$ cat src/sv/a2u_pkg.sv
// Shared types and constants for the ASN.1 string to UTF-8 transcoder.
package a2u_pkg;

    localparam logic [7:0] TAG_UTF8  = 8'd12;
    localparam logic [7:0] TAG_BMP   = 8'd30;
    localparam logic [7:0] TAG_UNIV  = 8'd28;
    localparam logic [7:0] TAG_PRINT = 8'd19;
    localparam logic [7:0] TAG_T61   = 8'd20;
    localparam logic [7:0] TAG_IA5   = 8'd22;

    localparam logic [31:0] CP_ONE_MAX   = 32'h0000_007F;
    localparam logic [31:0] CP_TWO_MAX   = 32'h0000_07FF;
    localparam logic [31:0] CP_THREE_MAX = 32'h0000_FFFF;
    localparam logic [31:0] CP_SURR_LO   = 32'h0000_D800;
    localparam logic [31:0] CP_SURR_HI   = 32'h0000_DFFF;
    localparam logic [31:0] CP_MAX       = 32'h0010_FFFF;

    localparam logic [7:0] LEAD2_LO = 8'hC2;
    localparam logic [7:0] LEAD2_HI = 8'hDF;
    localparam logic [7:0] LEAD3_LO = 8'hE0;
    localparam logic [7:0] LEAD3_HI = 8'hEF;
    localparam logic [7:0] LEAD4_LO = 8'hF0;
    localparam logic [7:0] LEAD4_HI = 8'hF4;

    localparam int IDX_W    = 7;
    localparam int QDEPTH   = 4;
    localparam int QPTR_W   = 2;

    // One decoded item: the UTF-8 bytes it stores and the optional string-end result.
    typedef struct packed {
        logic [3:0][7:0]  enc;
        logic [2:0]       nb;
        logic [IDX_W-1:0] base;
        logic             done;
        logic             status;
        logic [IDX_W-1:0] size;
    } job_t;

    // Queue to back end handshake.
    typedef struct packed {
        logic valid;
        logic pop;
    } q_ctl_t;

endpackage

$ cat src/sv/asn1_string_to_utf8_transcoder.sv
// Top level of the ASN.1 string to UTF-8 transcoder.
// Takes one content byte of an ASN.1 string per item (tag and end marks in tuser/tlast) and
// emits the UTF-8 text one byte per result, followed by one string-end result with status and
// size. The front end decodes an item in the cycle it is accepted and takes a new item every
// cycle while its four-entry job queue has room; the back end sends exactly one result per
// cycle from its output register while results wait and the receiver is ready. An item yields
// zero to five results, so the single output port sets the sustained item rate; plain ASCII
// runs at one item per cycle when the receiver does not stall. The first result passes through
// the job queue and then the output register before it is presented.
module asn1_string_to_utf8_transcoder
    import a2u_pkg::*;
#(
    parameter int OUT_CAPACITY = 127
) (
    input  logic        clk,
    input  logic        rst_n,
    input  logic        s_axis_tvalid,
    output logic        s_axis_tready,
    input  logic [7:0]  s_axis_tdata,   // in_byte
    input  logic        s_axis_tlast,
    input  logic [8:0]  s_axis_tuser,   // asn1_tag[7:0], empty_string[8]
    output logic        m_axis_tvalid,
    input  logic        m_axis_tready,
    output logic [23:0] m_axis_tdata,   // out_byte[7:0], out_index[14:8], status[15],
                                        // total_size[22:16], zero[23]
    output logic        m_axis_tlast,
    output logic [1:0]  m_axis_tuser    // byte_valid[0], done_res[1]
);

    logic   q_full;
    logic   push;
    job_t   job_in;
    job_t   job_head;
    logic   q_not_empty;
    q_ctl_t q_ctl;

    a2u_front #(
        .OUT_CAPACITY(OUT_CAPACITY)
    ) u_front (
        .clk        (clk),
        .rst_n      (rst_n),
        .item_valid (s_axis_tvalid),
        .item_ready (s_axis_tready),
        .item_tag   (s_axis_tuser[7:0]),
        .item_data  (s_axis_tdata),
        .item_last  (s_axis_tlast),
        .item_empty (s_axis_tuser[8]),
        .q_full     (q_full),
        .push       (push),
        .job        (job_in)
    );

    a2u_queue u_queue (
        .clk       (clk),
        .rst_n     (rst_n),
        .push      (push),
        .job_in    (job_in),
        .full      (q_full),
        .ctl_in    (q_ctl),
        .not_empty (q_not_empty),
        .job_out   (job_head)
    );

    a2u_back u_back (
        .clk           (clk),
        .rst_n         (rst_n),
        .q_valid       (q_not_empty),
        .job           (job_head),
        .q_ctl         (q_ctl),
        .m_axis_tvalid (m_axis_tvalid),
        .m_axis_tready (m_axis_tready),
        .m_axis_tdata  (m_axis_tdata),
        .m_axis_tlast  (m_axis_tlast),
        .m_axis_tuser  (m_axis_tuser)
    );

endmodule

$ cat src/sv/a2u_front.sv
// Front end: accepts items, decodes units, encodes code points, tracks string state.
module a2u_front
    import a2u_pkg::*;
#(
    parameter int OUT_CAPACITY = 127
) (
    input  logic       clk,
    input  logic       rst_n,
    input  logic       item_valid,
    output logic       item_ready,
    input  logic [7:0] item_tag,
    input  logic [7:0] item_data,
    input  logic       item_last,
    input  logic       item_empty,
    input  logic       q_full,
    output logic       push,
    output job_t       job
);

    localparam int CNT_W = $clog2(OUT_CAPACITY + 1);
    localparam int CMP_W = CNT_W + 3;
    localparam logic [CNT_W-1:0] CAP = CNT_W'(OUT_CAPACITY);

    logic [31:0]      acc_reg, acc_next;
    logic [2:0]       gp_reg, gp_next;
    logic [2:0]       gl_reg, gl_next;
    logic [CNT_W-1:0] wc_reg, wc_next;
    logic             err_reg, err_next;

    logic             accept;
    logic             fail;
    logic             emit_cp;
    logic [31:0]      cp;
    logic [31:0]      acc_new;
    logic [2:0]       gp_inc;
    logic [2:0]       len;
    logic [3:0][7:0]  enc;
    logic [CNT_W-1:0] room;
    logic [2:0]       nb;
    logic             ending;
    logic             err_fin;
    logic             is_utf8, is_wide, is_single, tag_known;

    assign accept     = item_valid && !q_full;
    assign item_ready = !q_full;

    always_comb
    begin
        is_utf8   = (item_tag == TAG_UTF8);
        is_wide   = (item_tag == TAG_BMP) || (item_tag == TAG_UNIV);
        is_single = (item_tag == TAG_PRINT) || (item_tag == TAG_T61) || (item_tag == TAG_IA5);
        tag_known = is_utf8 || is_wide || is_single;

        acc_next = acc_reg;
        gp_next  = gp_reg;
        gl_next  = gl_reg;
        fail     = 1'b0;
        emit_cp  = 1'b0;
        cp       = '0;
        acc_new  = acc_reg;
        gp_inc   = gp_reg + 3'd1;

        if (!item_empty && !err_reg)
        begin
            if (is_utf8 && gp_reg == 3'd0)
            begin
                if (item_data <= CP_ONE_MAX[7:0])
                begin
                    emit_cp = 1'b1;
                    cp      = {24'd0, item_data};
                end
                else if (item_data inside {[LEAD2_LO:LEAD2_HI]})
                begin
                    acc_next = {27'd0, item_data[4:0]};
                    gl_next  = 3'd2;
                    gp_next  = 3'd1;
                end
                else if (item_data inside {[LEAD3_LO:LEAD3_HI]})
                begin
                    acc_next = {28'd0, item_data[3:0]};
                    gl_next  = 3'd3;
                    gp_next  = 3'd1;
                end
                else if (item_data inside {[LEAD4_LO:LEAD4_HI]})
                begin
                    acc_next = {29'd0, item_data[2:0]};
                    gl_next  = 3'd4;
                    gp_next  = 3'd1;
                end
                else
                begin
                    fail = 1'b1;
                end
            end
            else if (is_wide && gp_reg == 3'd0)
            begin
                acc_next = {24'd0, item_data};
                gl_next  = (item_tag == TAG_BMP) ? 3'd2 : 3'd4;
                gp_next  = 3'd1;
            end
            else if (is_single && gp_reg == 3'd0)
            begin
                emit_cp = 1'b1;
                cp      = {24'd0, item_data};
            end
            else if ((is_utf8 && item_data[7:6] == 2'b10) || is_wide)
            begin
                // continuation of a unit already begun
                acc_new  = is_utf8 ? {acc_reg[25:0], item_data[5:0]}
                                   : {acc_reg[23:0], item_data};
                acc_next = acc_new;
                if (gp_inc < gl_reg)
                begin
                    gp_next = gp_inc;
                end
                else
                begin
                    gp_next = 3'd0;
                    if (is_utf8 && ((gl_reg == 3'd2 && acc_new <= CP_ONE_MAX) ||
                                    (gl_reg == 3'd3 && acc_new <= CP_TWO_MAX) ||
                                    (gl_reg == 3'd4 && acc_new <= CP_THREE_MAX)))
                    begin
                        fail = 1'b1;
                    end
                    else
                    begin
                        emit_cp = 1'b1;
                        cp      = acc_new;
                    end
                end
            end
            else
            begin
                fail = 1'b1;
            end
        end
    end

    // UTF-8 encoder
    always_comb
    begin
        enc = '0;
        len = 3'd0;
        if (emit_cp)
        begin
            if (cp <= CP_ONE_MAX)
            begin
                enc[0] = cp[7:0];
                len    = 3'd1;
            end
            else if (cp <= CP_TWO_MAX)
            begin
                enc[0] = {3'b110, cp[10:6]};
                enc[1] = {2'b10, cp[5:0]};
                len    = 3'd2;
            end
            else if (cp >= CP_SURR_LO && cp <= CP_SURR_HI)
            begin
                len = 3'd0;
            end
            else if (cp <= CP_THREE_MAX)
            begin
                enc[0] = {4'b1110, cp[15:12]};
                enc[1] = {2'b10, cp[11:6]};
                enc[2] = {2'b10, cp[5:0]};
                len    = 3'd3;
            end
            else if (cp <= CP_MAX)
            begin
                enc[0] = {5'b11110, cp[20:18]};
                enc[1] = {2'b10, cp[17:12]};
                enc[2] = {2'b10, cp[11:6]};
                enc[3] = {2'b10, cp[5:0]};
                len    = 3'd4;
            end
            else
            begin
                len = 3'd0;
            end
        end
    end

    always_comb
    begin
        logic bad;
        bad  = fail || (emit_cp && len == 3'd0);
        room = CAP - wc_reg;
        if (bad)
            nb = 3'd0;
        else if (CMP_W'(len) <= CMP_W'(room))
            nb = len;
        else
            nb = 3'(room);

        wc_next  = wc_reg + CNT_W'(nb);
        err_next = err_reg || bad;
        ending   = item_empty || item_last;
        err_fin  = err_next || (gp_next != 3'd0) || (item_empty && !tag_known);

        job.enc    = enc;
        job.nb     = nb;
        job.base   = IDX_W'(wc_reg);
        job.done   = ending;
        job.status = ending && err_fin;
        job.size   = (ending && !err_fin) ? IDX_W'(wc_next) : '0;
        push       = accept && (nb != 3'd0 || ending);
    end

    always_ff @(posedge clk or negedge rst_n)
    begin
        if (!rst_n)
        begin
            acc_reg <= '0;
            gp_reg  <= '0;
            gl_reg  <= '0;
            wc_reg  <= '0;
            err_reg <= 1'b0;
        end
        else if (accept)
        begin
            if (ending)
            begin
                acc_reg <= '0;
                gp_reg  <= '0;
                gl_reg  <= '0;
                wc_reg  <= '0;
                err_reg <= 1'b0;
            end
            else
            begin
                acc_reg <= acc_next;
                gp_reg  <= gp_next;
                gl_reg  <= gl_next;
                wc_reg  <= wc_next;
                err_reg <= err_next;
            end
        end
    end

endmodule

$ cat src/sv/a2u_queue.sv
// Short job queue between the decode front end and the output back end.
module a2u_queue
    import a2u_pkg::*;
(
    input  logic   clk,
    input  logic   rst_n,
    input  logic   push,
    input  job_t   job_in,
    output logic   full,
    input  q_ctl_t ctl_in,
    output logic   not_empty,
    output job_t   job_out
);

    job_t              mem [QDEPTH];
    logic [QPTR_W-1:0] wr_reg, rd_reg;
    logic [QPTR_W:0]   cnt_reg;
    logic              pop;

    assign full      = (cnt_reg == (QPTR_W + 1)'(QDEPTH));
    assign not_empty = (cnt_reg != '0);
    assign pop       = ctl_in.pop && not_empty;
    assign job_out   = mem[rd_reg];

    always_ff @(posedge clk)
    begin
        if (push && !full)
            mem[wr_reg] <= job_in;
    end

    always_ff @(posedge clk or negedge rst_n)
    begin
        if (!rst_n)
        begin
            wr_reg  <= '0;
            rd_reg  <= '0;
            cnt_reg <= '0;
        end
        else
        begin
            if (push && !full)
                wr_reg <= wr_reg + 1'b1;
            if (pop)
                rd_reg <= rd_reg + 1'b1;
            case ({push && !full, pop})
                2'b10:   cnt_reg <= cnt_reg + 1'b1;
                2'b01:   cnt_reg <= cnt_reg - 1'b1;
                default: cnt_reg <= cnt_reg;
            endcase
        end
    end

endmodule

$ cat src/sv/a2u_back.sv
// Back end: walks queued jobs, one result per cycle via an output register unless stalled.
module a2u_back
    import a2u_pkg::*;
(
    input  logic         clk,
    input  logic         rst_n,
    input  logic         q_valid,
    input  job_t         job,
    output q_ctl_t       q_ctl,
    output logic         m_axis_tvalid,
    input  logic         m_axis_tready,
    output logic [23:0]  m_axis_tdata,
    output logic         m_axis_tlast,
    output logic [1:0]   m_axis_tuser
);

    logic [2:0]       pos_reg;
    logic             ovalid_reg;
    logic [23:0]      odata_reg;
    logic             olast_reg;
    logic [1:0]       ouser_reg;

    logic             advance;
    logic             is_byte;
    logic             res_last;
    logic [IDX_W-1:0] res_idx;
    logic [23:0]      res_data;
    logic [1:0]       res_user;

    assign advance = q_valid && (!ovalid_reg || m_axis_tready);

    always_comb
    begin
        is_byte = (pos_reg < job.nb);
        res_idx = job.base + IDX_W'(pos_reg);
        if (is_byte)
        begin
            res_data = {1'b0, IDX_W'(0), 1'b0, res_idx, job.enc[pos_reg[1:0]]};
            res_user = 2'b01;
            res_last = (pos_reg + 3'd1 == job.nb) && !job.done;
        end
        else
        begin
            res_data = {1'b0, job.size, job.status, IDX_W'(0), 8'd0};
            res_user = 2'b10;
            res_last = 1'b1;
        end
        q_ctl.valid = q_valid;
        q_ctl.pop   = advance && res_last;
    end

    always_ff @(posedge clk or negedge rst_n)
    begin
        if (!rst_n)
        begin
            pos_reg    <= '0;
            ovalid_reg <= 1'b0;
        end
        else
        begin
            if (advance)
            begin
                ovalid_reg <= 1'b1;
                pos_reg    <= res_last ? 3'd0 : pos_reg + 3'd1;
            end
            else if (m_axis_tready)
            begin
                ovalid_reg <= 1'b0;
            end
        end
    end

    always_ff @(posedge clk)
    begin
        if (advance)
        begin
            odata_reg <= res_data;
            olast_reg <= res_last;
            ouser_reg <= res_user;
        end
    end

    assign m_axis_tvalid = ovalid_reg;
    assign m_axis_tdata  = odata_reg;
    assign m_axis_tlast  = olast_reg;
    assign m_axis_tuser  = ouser_reg;

endmodule

$ cat config.mk
export PLATFORM = sky130hd
export DESIGN_NAME = asn1_string_to_utf8_transcoder
export DESIGN_NICKNAME = d
export VERILOG_FILES = /design/src/sv/a2u_pkg.sv /design/src/sv/asn1_string_to_utf8_transcoder.sv /design/src/sv/a2u_front.sv /design/src/sv/a2u_queue.sv /design/src/sv/a2u_back.sv
export SDC_FILE = /design/constraint.sdc
export NUM_CORES = 1
export LEC_CHECK = 0
export ABC_CLOCK_PERIOD_IN_PS = 12800
export BUFFER_PORTS_ARGS = -buffer_cell sky130_fd_sc_hd__clkbuf_2
export CORE_ASPECT_RATIO = 1.25
export CORE_UTILIZATION = 50
export CTS_CLUSTER_DIAMETER = 80
export DETAILED_ROUTE_END_ITERATION = 10
export GPL_TIMING_DRIVEN = 0
export PLACE_DENSITY = 0.74
export REMOVE_ABC_BUFFERS = 1
export SYNTH_ARGS = -nofsm -noshare
export SYNTH_HDL_FRONTEND = slang
export SYNTH_SLANG_ARGS = --single-unit
$ cat constraint.sdc
create_clock -name clk -period 12.8 [get_ports clk]
set_input_delay 2.56 -clock clk [delete_from_list [all_inputs] [get_ports clk]]
set_output_delay 2.56 -clock clk [all_outputs]
set_load 0.02 [all_outputs]
; ---- Word level (Yosys, flattened, before mapping)
; Memories as Yosys holds them, arrays and structs flattened.
; Index checks and enable logic that the tools add are counted.
[word_totals]
regBits = 78
latchBits = 0
ramBits = 204
mem_bits_ro = 0
input_bits = 22
out_inout_bits = 29
wordCells = 208
memories = 1
[classes]
n_addsub = 9
multipliers = 0
div_mod_pow = 0
order_cmp = 20
eq_ne = 17
n_shift = 0
muxes = 88
bitwise = 0
n_reduce_logical = 58
[mem_list]
columns = memory, words, width, rd, rd_ports_with_merged_regs, wr, line
row1 = u_queue.mem, 4, 51, 1, 0, 1, a2u_queue.sv:15  ; job_t mem [QDEPTH];
[ops]
columns = cell, n
row1 = $mux W32, 11
row2 = $mux W26, 10
row3 = $le A32 B16 Y1 const B, 3
row4 = $mux W3, 29
row5 = $le A32 B11 Y1 const B, 2
row6 = $le A32 B7 Y1 const B, 2
row7 = $mux W24, 2
row8 = $eq A8 B5 Y1 const B, 5
row9 = $ge A32 B16 Y1 const B, 1
row10 = $le A32 B21 Y1 const B, 1
row11 = $mux W16, 2
row12 = $mux W8, 4
row13 = $mux W1, 25
row14 = $ge A8 B8 Y1 const B, 3
row15 = $le A8 B8 Y1 const B, 3
row16 = $logic_and A1 B1 Y1, 24
row17 = $bmux W8 S2, 1
row18 = $logic_or A1 B1 Y1, 15
row19 = $add A7 B3 Y7, 2
row20 = $mux W7, 2
row21 = $reduce_bool A3 Y1, 4
row22 = $add A3 B1 Y3 const B, 3
row23 = $eq A8 B4 Y1 const B, 1
row24 = $le A8 B7 Y1 const B, 1
row25 = other kinds (22), 36

; ---- Depth between registers and ports, before layout
[depth]
word_depth = 31
ltp_mapped = 27
mapped_depth_nobuf = 26

; ---- Modules after synthesis
; From an unflattened synthesis, not the netlist that was laid out.
[unflattened]
hier_cells = 887
area_unflattened_um2 = 13122.6
[modules_own_cells]
columns = mod, instances, cells_per_inst, area_per_inst_um2
row1 = a2u_queue, 1, 304, 7848.8
row2 = a2u_front, 1, 462, 3661.0
row3 = a2u_back, 1, 121, 1612.8

; ---- Least setup slack after synthesis
; OpenSTA, ideal clock, no wires.
[synth_path]
path_type = input to register
start = input s_axis_tuser[1]
end = memory u_queue.mem[0][0] in the netlist's numbering (enable)
setup_ns = 0.407
arrival_ns = 7.347
setup_slack_ns = 5.046
stages = 19
path_buffers = 3
cell_sequence = buf_6 or4_1 buf_2 nor2_2 o211ai_1 nand3_1 nand2_1 clkbuf_1 o21a_1 o21ai_0 nand2_1 ha_1 inv_1 a21o_1 a21oi_1 a311oi_1 nor2_1 o32a_4 and2b_1
[synth_between]
elab_chain_cells = 31
[synth_lines]
columns = item, line
row1 = from (decl), asn1_string_to_utf8_transcoder.sv:21  ; input logic [8:0] s_axis_tuser,
row2 = "parallel branches: the longest is 24 deep, another holds $le A32 B7 Y1", --
row3 = $mux W3 *, a2u_front.sv:188  ; if (bad)
row4 = $reduce_bool A3 Y1 *, a2u_front.sv:206  ; push = accept && (nb != 3'd0 || ending);
row5 = $logic_or A1 B1 Y1 *, a2u_front.sv:206
row6 = $logic_and A1 B1 Y1 *, a2u_front.sv:206
row7 = $logic_and A1 B1 Y1 *, a2u_queue.sv:27  ; if (push && !full)
row8 = $mux W1 *, a2u_queue.sv:27
row9 = $mux W1 (implied by the code) *, a2u_queue.sv:28  ; mem[wr_reg] <= job_in;
row10 = to (decl), a2u_queue.sv:15
; Every way passes the cells marked *.

==> impl_metrics.py <==
metrics = {
    "synthesis": {
        "synthTopCellsByArea": "edfxtp_1 52%, dfrtp_1 10%, mux4_2 9.9%, nand2_1 2.7%, ha_1 2.2%",
        "synth.most_common_cell": "edfxtp_1",
        "yosys.area.top_type": "edfxtp_1",
        "synth_edf_count": 218,
        "synth_cells": 894,
        "synth-seq-cells": 269,
        "syn_area_sq_um": 12500,
        "yosys-top-cells-count": "218 x edfxtp_1, 91 x nand2_1, 55 x mux4_2",
        "async_flop_share": 0.190,
        "synth-seq-area-share": 0.623,
        "yosys_most_used_dff": "edfxtp_1",
        "yosysTopAreaCellShare": 0.522,
        "synth_cell_types": 81,
        "synth_area_per_cell_sq_um": 14.0,
        "yosysWarnings": 0,
    },
    "setup_path": {
        "r2r_cells": 23,
        "endpoint_kind": "flop",
        "worstSetupPathType": "in2reg",
        "worstSetupStartpointType": "input port",
        "arrival_ns": 9.34,
        "critical_path_required_ns": 13.12,
        "cp_max_fo": 21,
    },
    "grt": {
        "grt.overflow.total": 0,
        "use_met3": 0.0288,
        "grt_pass1_wl_um": 42400,
        "grt_use_met2": 0.365,
        "grt_use_total": 0.218,
        "grt-busiest-layer": "met2",
        "grt_pass1_vias": 7642,
        "grt_antenna_before_repair": 0,
        "grt_max_degree": 52,
        "use_met1": 0.292,
    },
    "timing": {
        "tns_ns": 0,
        "slew_headroom": 0.156,
        "timing.final.crit_share": 0.705,
        "hold_viol": 0,
        "period_needed_ns": 9.02,
        "slew_violations": 0,
        "fmax_mhz": 111,
        "rsz0062_at_grt": "false",
        "worstMarginPinSlew_ns": 1.26,
        "setup_viol": 0,
        "skew_ns": 0.0198,
    },
    "clocking": {
        "tritoncts": "built",
        "post_cts_resize_count": 0,
        "cts_root_buffer": "clkbuf_16",
        "cts_setup_buffers": 0,
        "path_clk_slew_ns": 0.06,
        "cts_max_level": 1,
        "clkSinkCount": 269,
        "clock_path_buffers": 3,
        "cts_buffers": 27,
        "holdBufCountCts": 0,
        "clk_latency_ns": 0.54,
    },
    "route": {
        "dr.pass1.iters": 5,
        "viasPerCell": 6.01,
        "post-route-drc-count": 0,
        "wl_per_cell_um": 20.7,
        "vias": 7751,
        "wl_um": 26700,
        "ant_nets": 0,
        "drtIter0Drc": 723,
    },
    "min_path": {
        "hold_class": "reg2reg",
        "holdPathStages": 2,
    },
    "floorplanning": {
        "floorplan.initialDensity": 0.510,
        "die_area_sq_um": 25700,
        "rows": 64,
        "die_w_um": 144,
        "io_pins": 51,
        "die_h_um": 179,
        "core_area_sq_um": 24600,
    },
    "final_layout": {
        "syn_to_final_growth_pct": 12.5,
        "largest_register_ffs": 192,
        "fin_nets": 985,
        "post-route-util": 0.574,
        "fill_cells": 1909,
        "n_antenna_cell": 0,
        "drive_gt1_frac": 0.193,
    },
    "power_and_ir_drop": {
        "power_leakage_nw": 5.07,
        "power_density_nw_per_um2": 204,
        "peakVddDrop_uv": 102,
    },
    "outcome": {
        "outcome": "finished clean",
    },
    "placed_design": {
        "dpl.hpwl_um": 17400,
        "gp_congestion": 0.895,
        "io_buffers": 49,
    },
    "job": {
        "drv_cap": 0,
    },
}
logic make-up after synthesis:
logic type	share of synthesized area
other	0.000299
buffers and inverters	0.0238
muxes	0.114
AOI/OAI and AO/OA	0.0903
DFF	0.623
adders and majority gates	0.0267
xor gates and xnor gates	0.0126
and+or+nand+nor	0.108
per-stage QoR:
step / area, sq um / total power [mW] / hold slack [ns] / cells / setup slack, ns
detailed placement: 13200 / 2.12 / 0.468 / 1239 / 3.42
floorplan: 12400 / 1.85 / 0.449 / 852 / 4.90
finish: 14100 / 2.89 / 0.479 / 1289 / 3.78
CTS: 14100 / 2.92 / 0.482 / 1289 / 3.93
global route: 14100 / 3.04 / 0.520 / 1289 / 3.32
global placement: 13000 / 2.09 / 0.466 / 1231 / 2.79
worst max-delay path, cell delays in order:
cell and delay [ns]:
clkbuf_2 0.17, nor4_1 0.59, nand2_1 0.70, mux2i_1 0.42, a311oi_1 1.15, a31oi_4 0.11, nand2_1 0.29, inv_1 0.08
ha_1 0.30, a21o_1 0.11, a21oi_1 0.05, a311oi_1 0.62, mux2_2 0.42, nor2_1 0.27, ha_1 0.33, nor2b_1 0.14
o21ai_0 0.43, nor2_1 0.16, xnor2_1 0.16, nor2_1 0.26
area by class of cell:
cell class	instances	area [sq um]	area share
clock buffers	32	714	0.0506
clock inverters	18	186	0.0132
inverters	32	121	0.00859
multi-input cells	551	4450	0.315
flip-flops and latches	269	7830	0.554
well taps	330	413	0.0292
repair buffers	57	413	0.0292
power breakdown:
group / internal (mW) / switching (mW) / total, mW
logic: 0.377 / 0.454 / 0.831
registers: 1.16 / 0.0998 / 1.26
clock network: 0.463 / 0.331 / 0.794
metal layers:
layer | vias up | share of wire
li1 | 3546 | -
met1 | 3885 | 0.42
met2 | 272 | 0.51
met3 | 48 | 0.051
met4 | 0 | 0.024
met5 | - | 0
layout by cell type (no fill, tap or decap), drive strengths merged, types with 5 or more instances in the layout:
| master | instances |
|---|---|
| edfxtp | 218 |
| ha | 22 |
| and2 | 16 |
| nand3 | 26 |
| nor4 | 13 |
| xnor2 | 8 |
| o211ai | 5 |
| nor2 | 49 |
| nor2b | 18 |
| nand2 | 91 |
| xor2 | 10 |
| a31oi | 6 |
| clkinv | 12 |
| clkbuf | 80 |
| inv | 35 |
| o22ai | 6 |
| buf | 8 |
| nor3 | 15 |
| mux4 | 55 |
| o21ai | 45 |
| or2 | 5 |
| dfrtp | 51 |
| a21oi | 19 |
| o21a | 5 |
| or3 | 6 |
| or4 | 5 |
| mux2i | 16 |
| a21o | 8 |
| o31ai | 23 |
worst paths after layout:
kind	start	end	slack (ns)
max	s_axis_tuser[4]	u_queue.mem[2][6]	3.78
min	u_front.acc_reg[25]	u_front.acc_reg[25]	0.48
max reg2reg	u_front.gp_reg[0]	u_queue.mem[2][6]	5.87
min reg2reg	u_front.acc_reg[25]	u_front.acc_reg[25]	0.48
max in group asynchronous	rst_n	u_queue.rd_reg[0]	10.20
min in group asynchronous	rst_n	u_queue.wr_reg[1]	2.08
Power figures use the tool's default switching activity.
